==> src/rtl/core/xmodem_checksum_receiver_macros.svh <==
// ----------------------------------------------------------------------------
// XMODEM checksum receiver assertion macros
// Shorthand for the clocked checks used at the end of the top level.
// ----------------------------------------------------------------------------
`ifndef XMODEM_CHECKSUM_RECEIVER_MACROS_SVH
`define XMODEM_CHECKSUM_RECEIVER_MACROS_SVH

// The consequent must hold in the same cycle as the antecedent.
`define XCR_ASSERT_SAME(label, ante, cons) \
    label: assert property (@(posedge i_clk) disable iff (!i_rst_n) \
        (ante) |-> (cons)) else $error("xcr check failed");

// The consequent must hold in the cycle after the antecedent.
`define XCR_ASSERT_NEXT(label, ante, cons) \
    label: assert property (@(posedge i_clk) disable iff (!i_rst_n) \
        (ante) |=> (cons)) else $error("xcr check failed");

`endif

==> src/rtl/core/xcr_pkg.sv <==
// ----------------------------------------------------------------------------
// xcr_pkg
// Types, protocol characters and result codes shared by the receiver modules.
// ----------------------------------------------------------------------------
`timescale 1ns / 1ps
`default_nettype none

package xcr_pkg;

    localparam int unsigned BLOCK_BYTES = 128;
    localparam int unsigned IDX_BITS    = $clog2(BLOCK_BYTES);
    localparam int unsigned TOTAL_BITS  = 20;

    localparam logic [7:0] CH_SOH = 8'h01;
    localparam logic [7:0] CH_EOT = 8'h04;
    localparam logic [7:0] CH_CAN = 8'h18;
    localparam logic [7:0] CH_ALL = 8'hFF;

    localparam logic [31:0] NAK_INTERVAL_RESET = 32'd2000000;

    typedef enum logic [2:0] {
        ACT_STORE  = 3'd0,
        ACT_ACK    = 3'd1,
        ACT_NAK    = 3'd2,
        ACT_FINISH = 3'd3,
        ACT_ABORT  = 3'd4
    } t_action;

    typedef enum logic [5:0] {
        PH_HEADER = 6'b000001,
        PH_NUM    = 6'b000010,
        PH_COMP   = 6'b000100,
        PH_DATA   = 6'b001000,
        PH_SUM    = 6'b010000,
        PH_END    = 6'b100000
    } t_phase;

    typedef struct packed {
        logic                  valid;
        t_action               action;
        logic [TOTAL_BITS-1:0] offset;
        logic [7:0]            data;
        logic [TOTAL_BITS-1:0] total;
    } t_result;

endpackage

`default_nettype wire

==> src/rtl/core/xcr_in_stage.sv <==
// ----------------------------------------------------------------------------
// xcr_in_stage
// Input register: holds one received byte or tick until the protocol takes it.
// ----------------------------------------------------------------------------
`timescale 1ns / 1ps
`default_nettype none

module xcr_in_stage import xcr_pkg::*; (
    input  wire logic       i_clk,
    input  wire logic       i_rst_n,
    input  wire logic       i_in_valid,
    output logic            o_in_stall,
    input  wire logic       i_cmd,
    input  wire logic [7:0] i_rx_byte,
    input  wire logic       i_advance,
    output logic            o_fire,
    output logic            o_cmd,
    output logic [7:0]      o_rx_byte
);

    logic       r_valid;
    logic       n_valid;
    logic       r_cmd;
    logic [7:0] r_byte;
    logic       accept;

    // The held item leaves whenever the result side can move.
    assign o_in_stall = r_valid && !i_advance;
    assign accept     = i_in_valid && !o_in_stall;
    assign o_fire     = r_valid && i_advance;

    always_comb begin
        n_valid = r_valid;
        if (accept) begin
            n_valid = 1'b1;
        end else if (o_fire) begin
            n_valid = 1'b0;
        end
    end

    always_ff @(posedge i_clk) begin
        if (!i_rst_n) begin
            r_valid <= 1'b0;
        end else begin
            r_valid <= n_valid;
        end
        if (accept) begin
            r_cmd  <= i_cmd;
            r_byte <= i_rx_byte;
        end
    end

    assign o_cmd     = r_cmd;
    assign o_rx_byte = r_byte;

endmodule

`default_nettype wire

==> src/rtl/core/xcr_protocol.sv <==
// ----------------------------------------------------------------------------
// xcr_protocol
// Packet state and the update for each byte or tick, taken when the held item fires.
// ----------------------------------------------------------------------------
`timescale 1ns / 1ps
`default_nettype none

module xcr_protocol import xcr_pkg::*; #(
    parameter int unsigned ADDR_BITS = 20
) (
    input  wire logic        i_clk,
    input  wire logic        i_rst_n,
    input  wire logic        i_fire,
    input  wire logic        i_cmd,
    input  wire logic [7:0]  i_rx_byte,
    input  wire logic [31:0] i_nak_interval,
    output t_result          o_res
);

    localparam int unsigned MASK_BITS = (ADDR_BITS < TOTAL_BITS) ? ADDR_BITS : TOTAL_BITS;
    localparam logic [TOTAL_BITS-1:0] OFF_MASK =
        TOTAL_BITS'((64'd1 << MASK_BITS) - 64'd1);

    t_phase                r_phase,    n_phase;
    logic [7:0]            r_expected, n_expected;
    logic                  r_started,  n_started;
    logic [7:0]            r_hdr_num,  n_hdr_num;
    logic                  r_bad,      n_bad;
    logic [IDX_BITS-1:0]   r_idx,      n_idx;
    logic [7:0]            r_sum,      n_sum;
    logic [TOTAL_BITS-1:0] r_total,    n_total;
    logic [31:0]           r_idle,     n_idle;
    logic [31:0]           idle_inc;
    logic [TOTAL_BITS-1:0] offset;
    t_result               res;

    assign idle_inc = r_idle + 32'd1;
    assign offset   = (r_total + TOTAL_BITS'(r_idx)) & OFF_MASK;

    always_comb begin
        n_phase    = r_phase;
        n_expected = r_expected;
        n_started  = r_started;
        n_hdr_num  = r_hdr_num;
        n_bad      = r_bad;
        n_idx      = r_idx;
        n_sum      = r_sum;
        n_total    = r_total;
        n_idle     = r_idle;
        res        = '0;
        res.action = ACT_STORE;

        if (i_cmd) begin
            // Ticks only matter while waiting for the very first header.
            if (r_phase == PH_HEADER && !r_started) begin
                n_idle = idle_inc;
                if (idle_inc >= i_nak_interval) begin
                    n_idle     = '0;
                    res.valid  = 1'b1;
                    res.action = ACT_NAK;
                end
            end
        end else begin
            case (r_phase)
                PH_HEADER: begin
                    n_idle = '0;
                    if (i_rx_byte == CH_EOT) begin
                        n_phase    = PH_END;
                        res.valid  = 1'b1;
                        res.action = ACT_FINISH;
                        res.total  = r_total;
                    end else if (i_rx_byte == CH_CAN) begin
                        n_phase    = PH_END;
                        res.valid  = 1'b1;
                        res.action = ACT_ABORT;
                    end else if (i_rx_byte == CH_SOH) begin
                        n_started = 1'b1;
                        n_bad     = 1'b0;
                        n_phase   = PH_NUM;
                    end else if (r_started) begin
                        n_phase    = PH_END;
                        res.valid  = 1'b1;
                        res.action = ACT_ABORT;
                    end
                end
                PH_NUM: begin
                    n_hdr_num = i_rx_byte;
                    if (i_rx_byte != r_expected) begin
                        n_bad = 1'b1;
                    end
                    n_phase = PH_COMP;
                end
                PH_COMP: begin
                    if ((r_hdr_num ^ i_rx_byte) != CH_ALL) begin
                        n_bad = 1'b1;
                    end
                    n_idx   = '0;
                    n_sum   = '0;
                    n_phase = PH_DATA;
                end
                PH_DATA: begin
                    n_sum = r_sum + i_rx_byte;
                    if (&r_idx) begin
                        n_phase = PH_SUM;
                    end else begin
                        n_idx = r_idx + IDX_BITS'(1);
                    end
                    res.valid  = 1'b1;
                    res.action = ACT_STORE;
                    res.offset = offset;
                    res.data   = i_rx_byte;
                end
                PH_SUM: begin
                    n_phase   = PH_HEADER;
                    res.valid = 1'b1;
                    if (r_bad || (r_sum != i_rx_byte)) begin
                        res.action = ACT_NAK;
                    end else begin
                        res.action = ACT_ACK;
                        n_expected = r_expected + 8'd1;
                        n_total    = r_total + TOTAL_BITS'(BLOCK_BYTES);
                    end
                end
                PH_END: begin
                    n_phase = PH_END;
                end
                default: begin
                    n_phase = PH_END;
                end
            endcase
        end

        // Once finished or aborted, nothing changes until reset.
        if (r_phase == PH_END) begin
            n_phase = PH_END;
            n_idle  = r_idle;
            res     = '0;
        end
    end

    always_ff @(posedge i_clk) begin
        if (!i_rst_n) begin
            r_phase    <= PH_HEADER;
            r_expected <= 8'd1;
            r_started  <= 1'b0;
            r_hdr_num  <= '0;
            r_bad      <= 1'b0;
            r_idx      <= '0;
            r_sum      <= '0;
            r_total    <= '0;
            r_idle     <= '0;
        end else if (i_fire) begin
            r_phase    <= n_phase;
            r_expected <= n_expected;
            r_started  <= n_started;
            r_hdr_num  <= n_hdr_num;
            r_bad      <= n_bad;
            r_idx      <= n_idx;
            r_sum      <= n_sum;
            r_total    <= n_total;
            r_idle     <= n_idle;
        end
    end

    always_comb begin
        o_res       = res;
        o_res.valid = res.valid && i_fire;
    end

endmodule

`default_nettype wire

==> src/rtl/core/xcr_out_stage.sv <==
// ----------------------------------------------------------------------------
// xcr_out_stage
// Result register: presents one result and holds it while the sink stalls.
// ----------------------------------------------------------------------------
`timescale 1ns / 1ps
`default_nettype none

module xcr_out_stage import xcr_pkg::*; (
    input  wire logic              i_clk,
    input  wire logic              i_rst_n,
    input  wire t_result           i_res,
    output logic                   o_advance,
    output logic                   o_out_valid,
    input  wire logic              i_out_stall,
    output logic [2:0]             o_action,
    output logic [TOTAL_BITS-1:0]  o_store_offset,
    output logic [7:0]             o_store_data,
    output logic [TOTAL_BITS-1:0]  o_total_bytes
);

    logic                  r_valid;
    t_action               r_action;
    logic [TOTAL_BITS-1:0] r_offset;
    logic [7:0]            r_data;
    logic [TOTAL_BITS-1:0] r_total;

    assign o_advance = !r_valid || !i_out_stall;

    always_ff @(posedge i_clk) begin
        if (!i_rst_n) begin
            r_valid <= 1'b0;
        end else if (o_advance) begin
            r_valid <= i_res.valid;
        end
        if (o_advance && i_res.valid) begin
            r_action <= i_res.action;
            r_offset <= i_res.offset;
            r_data   <= i_res.data;
            r_total  <= i_res.total;
        end
    end

    assign o_out_valid    = r_valid;
    assign o_action       = r_action;
    assign o_store_offset = r_offset;
    assign o_store_data   = r_data;
    assign o_total_bytes  = r_total;

endmodule

`default_nettype wire

==> src/rtl/core/xmodem_checksum_receiver.sv <==
// ----------------------------------------------------------------------------
// xmodem_checksum_receiver
// XMODEM receiver for 128-byte blocks with an arithmetic checksum.
// ----------------------------------------------------------------------------
//
//   Channel  Direction  Handshake                 Payload
//   input    sink       i_in_valid / o_in_stall   i_cmd, i_rx_byte
//   result   source     o_out_valid / i_out_stall o_action, o_store_offset,
//                                                 o_store_data, o_total_bytes
//   config   sink       i_cfg_we                  i_cfg_wdata (nak_interval)
//
// One item is taken per cycle while the input is not stalled. An accepted
// item waits in the input register, where the protocol update works on it
// combinationally, and any result it causes is loaded into the result
// register when the item fires, that is when the result register can take it.
// Synchronous active-low reset returns to waiting for a header, expects
// block one and restores the NAK interval of 2000000 ticks.
// A stall on the result side holds the result register and the input item
// behind it; the input stalls only while both stages are full.
//
`timescale 1ns / 1ps
`default_nettype none

`include "xmodem_checksum_receiver_macros.svh"

module xmodem_checksum_receiver import xcr_pkg::*; #(
    parameter int unsigned ADDR_BITS = 20
) (
    input  wire logic              i_clk,
    input  wire logic              i_rst_n,
    input  wire logic              i_in_valid,
    output logic                   o_in_stall,
    input  wire logic              i_cmd,
    input  wire logic [7:0]        i_rx_byte,
    output logic                   o_out_valid,
    input  wire logic              i_out_stall,
    output logic [2:0]             o_action,
    output logic [TOTAL_BITS-1:0]  o_store_offset,
    output logic [7:0]             o_store_data,
    output logic [TOTAL_BITS-1:0]  o_total_bytes,
    input  wire logic              i_cfg_we,
    input  wire logic [31:0]       i_cfg_wdata
);

    // Number of idle ticks before the initial NAK is repeated.
    logic [31:0] r_nak_interval;

    logic       advance;
    logic       fire;
    logic       held_cmd;
    logic [7:0] held_byte;
    t_result    res;

    always_ff @(posedge i_clk) begin
        if (!i_rst_n) begin
            r_nak_interval <= NAK_INTERVAL_RESET;
        end else if (i_cfg_we) begin
            r_nak_interval <= i_cfg_wdata;
        end
    end

    // The input register holds the next byte or tick.
    xcr_in_stage u_in (
        .i_clk      (i_clk),
        .i_rst_n    (i_rst_n),
        .i_in_valid (i_in_valid),
        .o_in_stall (o_in_stall),
        .i_cmd      (i_cmd),
        .i_rx_byte  (i_rx_byte),
        .i_advance  (advance),
        .o_fire     (fire),
        .o_cmd      (held_cmd),
        .o_rx_byte  (held_byte)
    );

    // The protocol state advances by one item whenever the held item fires.
    xcr_protocol #(
        .ADDR_BITS (ADDR_BITS)
    ) u_proto (
        .i_clk          (i_clk),
        .i_rst_n        (i_rst_n),
        .i_fire         (fire),
        .i_cmd          (held_cmd),
        .i_rx_byte      (held_byte),
        .i_nak_interval (r_nak_interval),
        .o_res          (res)
    );

    // The result register decouples the sink from the protocol update.
    xcr_out_stage u_out (
        .i_clk          (i_clk),
        .i_rst_n        (i_rst_n),
        .i_res          (res),
        .o_advance      (advance),
        .o_out_valid    (o_out_valid),
        .i_out_stall    (i_out_stall),
        .o_action       (o_action),
        .o_store_offset (o_store_offset),
        .o_store_data   (o_store_data),
        .o_total_bytes  (o_total_bytes)
    );

    // Only a blocked result register may hold up the input side.
    `XCR_ASSERT_SAME(a_stall_cause, o_in_stall, o_out_valid && i_out_stall)

    // Only a store carries an offset and data.
    `XCR_ASSERT_SAME(a_store_fields, o_out_valid && (o_action != ACT_STORE),
        (o_store_offset == '0) && (o_store_data == '0))

    // Only a finish reports the byte total.
    `XCR_ASSERT_SAME(a_total_field, o_out_valid && (o_action != ACT_FINISH),
        o_total_bytes == '0)

    // After a finish or abort has been transferred, no further result follows.
    `XCR_ASSERT_NEXT(a_quiet_after_end,
        o_out_valid && !i_out_stall &&
        ((o_action == ACT_FINISH) || (o_action == ACT_ABORT)),
        !o_out_valid)

endmodule

`default_nettype wire
==> config.mk <==
export PLATFORM = sky130hd
export DESIGN_NAME = xmodem_checksum_receiver
export DESIGN_NICKNAME = d
export VERILOG_FILES = /design/src/rtl/core/xcr_pkg.sv /design/src/rtl/core/xcr_in_stage.sv /design/src/rtl/core/xcr_protocol.sv /design/src/rtl/core/xcr_out_stage.sv /design/src/rtl/core/xmodem_checksum_receiver.sv
export VERILOG_INCLUDE_DIRS = /design/src /design/src/rtl/core
export SDC_FILE = /design/constraint.sdc
export NUM_CORES = 1
export LEC_CHECK = 0
export BUFFER_PORTS_ARGS = -buffer_cell sky130_fd_sc_hd__buf_4
export CORE_MARGIN = 5
export CORE_UTILIZATION = 40
export DETAILED_ROUTE_END_ITERATION = 10
export REMOVE_ABC_BUFFERS = 1
export SLEW_MARGIN = 20
export SYNTH_ARGS = -nofsm -noshare
export SYNTH_HDL_FRONTEND = slang
export SYNTH_SLANG_ARGS = --single-unit
==> constraint.sdc <==
create_clock -name i_clk -period 6.7 [get_ports i_clk]
set_input_delay 0.335 -clock i_clk [delete_from_list [all_inputs] [get_ports i_clk]]
set_output_delay 0.335 -clock i_clk [all_outputs]
set_load 0.02 [all_outputs]
==> impl_results.md <==
- Dominant cell type by area after synthesis: dfxtp_1
- Vias: 6997
- Initial antenna violation count: 0
- Commonest cells in the netlist: 118 x dfxtp_1, 106 x nor2_1, 75 x nand2_1, 56 x a21oi_1, 53 x edfxtp_1
- Critical path fanouts, max: 44
- Count of flip-flops with a built-in enable after synthesis: 53
- Detailed placement HPWL: 14.0 mm
- Worst hold slack: 0.0741 ns
- CTS tree: built
- Largest net degree at the start of global routing: 89
- Area share of fa/ha/maj cells after synthesis: 0.0616
- Reg area: 0.00395 sq mm
- Critical path class: reg2reg
- WP data required: 6.77 ns
- Met1 Wirelength: 10.5 mm
- Proportion of synthesized area in mux cells: 0.0420
- Post-synthesis register bit count: 171
- Leak: 4.07 nW
- Ys Warns: 0
- Met3 WL post-DR: 931 um
- Initial DRC count: 397
- Crit start category: flop
- Clock slew at the register clock pins of the worst setup and hold paths: 0.07 ns
- Netlist cell types: 70
- Cell depth of the worst hold path: 1
- Top layer in use: met4
- Synthesized cell area: 0.00905 sq mm
- Fin crit period: 4.71 ns
- GRT overflow: 0
- Mapped Cells: 978
- Sink Count: 171
- Fin nets: 1132
- Port Buffers: 91
- Complex-gate fraction of the synthesized area: 0.116
- Synth area leaders: dfxtp_1 26%, edfxtp_1 18%, ha_1 5.9%, nor2_1 4.4%, mux2i_1 4.2%
- CTS H-tree depth: 4
- Highest clock rate: 212 MHz
- Final Cell Area: 0.0105 sq mm
- DR DRC count: 0
- Area of the multi-input gates: 0.00471 sq mm
- Area after DPL: 0.00993 sq mm
- Global-route wire length before repair: 34.4 mm
- Total design power: 2.17 mW
- Setup Fix Bufs, Post-CTS: 0
- Type of destination of the critical path: flop
- WL/cell: 15.3 um
- Fill count: 2183
- Num CTS Buffers: 17
- Synth Area in Simple Gates: 0.235
- Ys flop type: dfxtp_1
- Fin crit share: 0.703
- Arrival @ worst endpoint: 4.78 ns
- Worst Reg-to-Reg Cells: 13
- Xor and xnor area share after synthesis: 0.0600
- Layout cell share with drive strength beyond 1: 0.158
- FFs w/ async S/R, synth: 0
- Least-Margin Pin Slew: 1.03 ns
- Syn-to-layout area delta: 16.0%
- Power Density: 207 mW/mm^2
- WL final: 20.5 mm
- Die extent in y: 160 um
- Max-slew violation count: 0
- Placer Congestion: 0.817
- Clock latency on the worst-skew pair: 0.43 ns
- Max_cap viols: 0
- Ant. Diodes: 0
- Final setup TNS: 0 ns
- Final setup violating endpoints: 0
- DRT antenna net count: 0
- Yosys top cell area share: 0.261
- # resized after CTS: 0
- Register area share after synthesis: 0.437
- CTS root buffer: clkbuf_16
- Combinational family with the most area after synthesis: simple AND/OR/NAND/NOR gates
- Post-Syn Area per Cell: 9.26 sq um
- All-layer global routing usage: 0.161
- Final hold vios: 0
- Worst VDD drop: 0.146 mV
- DR vias/cell: 5.23
- Die W: 160 um
- Status: completed
- Hold WC Path Type: in2reg
- RSZ-0062 raised after global routing: no
- Count leader, synth: dfxtp_1
- Skew final: 0.0106 ns
- Met2 routed WL: 8.79 mm
- Site Rows: 55
- Relative slew slack: 0.311
- Area of the die: 0.0257 sq mm
- First drt pass iteration count: 4
- Starting Density: 0.404
- Vias in the first global route: 6726
- Hold Buf Count CTS: 0
- I/O pins: 99
- Longest Clk Path Bufs: 2
- Core ar.: 0.0224 sq mm
==> per-layer routing <==
layer,vias to the layer above,global-route usage
met2,146,0.243
met1,3239,0.232
met4,0,0.0450
li1,3593,-
met5,-,0
met3,19,0.0339
==> layout make-up <==
type,count,area share
multi-input cells,708,0.449
clock inverters,14,0.0142
well taps,285,0.0339
repair buffers,98,0.0700
flip-flops and latches,171,0.376
clock buffers,17,0.0405
inverters,46,0.0164
==> through the flow <==
step | std cells | worst slack [ns] | util
floorplan | 925 | 0.185 | -
global placement | 1308 | 2.07 | 0.443
detailed placement | 1308 | 1.98 | 0.443
CTS | 1339 | 1.95 | 0.468
global route | 1339 | 1.58 | 0.468
finish | 1339 | 1.99 | 0.468
==> flip-flops by register name, summed over array words and instances (netlist names), 3 cells and up <==
name and cells:
r_nak_interval 32, u_proto.r_idle 32, u_out.o_store_offset 20, u_out.o_total_bytes 13
u_proto.r_total 13, u_in.o_rx_byte 8, u_out.o_store_data 8, u_proto.r_expected 8
u_proto.r_hdr_num 8, u_proto.r_sum 8, u_proto.r_idx 7, u_proto.r_phase 6
u_out.o_action 3
==> critical path: stages, from the launching register on <==
cell and delay, ns:
dfxtp_1 0.42, ha_1 0.22, nand3_1 0.17, nor3_2 0.61, nand3_1 0.17, and2_1 0.22
or2_2 0.29, ha_1 0.32, nand4_1 0.14, nor4_1 0.41, nand2_1 0.16, or4_1 0.52
a31oi_4 0.18, buf_4 0.49
==> logic make-up (layout without fill, tap and decap cells) <==
logic type / count (synthesis) / after routing
simple gates: 400 / 400
compound gates: 157 / 157
buf+inv: 105 / 175
fa+ha+maj: 44 / 44
xor+xnor: 62 / 62
other cells: 1 / 7
mux: 38 / 38
flops: 171 / 171
==> final timing paths <==
path | from | end | slack (ns)
setup reg to reg | u_proto.r_idle[0]$_SDFFE_PN0P_ | u_out.o_action[0]$_SDFFCE_PP0P_ | 1.99
hold / removal | i_rx_byte[7] | u_in.o_rx_byte[7]$_DFFE_PP_ | 0.07
setup / recovery | u_proto.r_idle[0]$_SDFFE_PN0P_ | u_out.o_action[0]$_SDFFCE_PP0P_ | 1.99
hold reg to reg | u_proto.r_idle[31]$_SDFFE_PN0P_ | u_proto.r_idle[31]$_SDFFE_PN0P_ | 0.47
==> cell usage in the layout, fill, tap and decap left out, types with 3 or more instances in the layout <==
master     instances
and3_1            16
and2_1            50
clkbuf_16         17
conb_1             7
nor3_4             3
nand2b_1           5
nor3_1            17
nand3_1           34
a21o_1             3
nor2b_1            4
ha_1              43
o21ai_0           16
edfxtp_1          53
o221ai_1          23
or2_2             15
or4_4              3
nand4_1           23
dfxtp_1          118
clkinv_8           3
o21bai_1           4
inv_1             45
buf_4             98
a21oi_1           55
o211ai_1          18
or3_1              4
xnor2_1           30
inv_8              3
inv_6              5
nor4_1            16
mux2i_1           38
a31oi_1            4
xor2_1            32
and4_1             4
a22oi_1            6
o21a_1             7
nand3b_1           3
nand2_1           75
nor2_1           106
==> where the power goes <==
group | switching (mW) | internal (mW) | total (mW)
sequential | 0.0170 | 1.08 | 1.09
combinational | 0.0664 | 0.0478 | 0.114
clock | 0.466 | 0.496 | 0.962
total | 0.550 | 1.62 | 2.17
(Power assumes the default switching activity.)
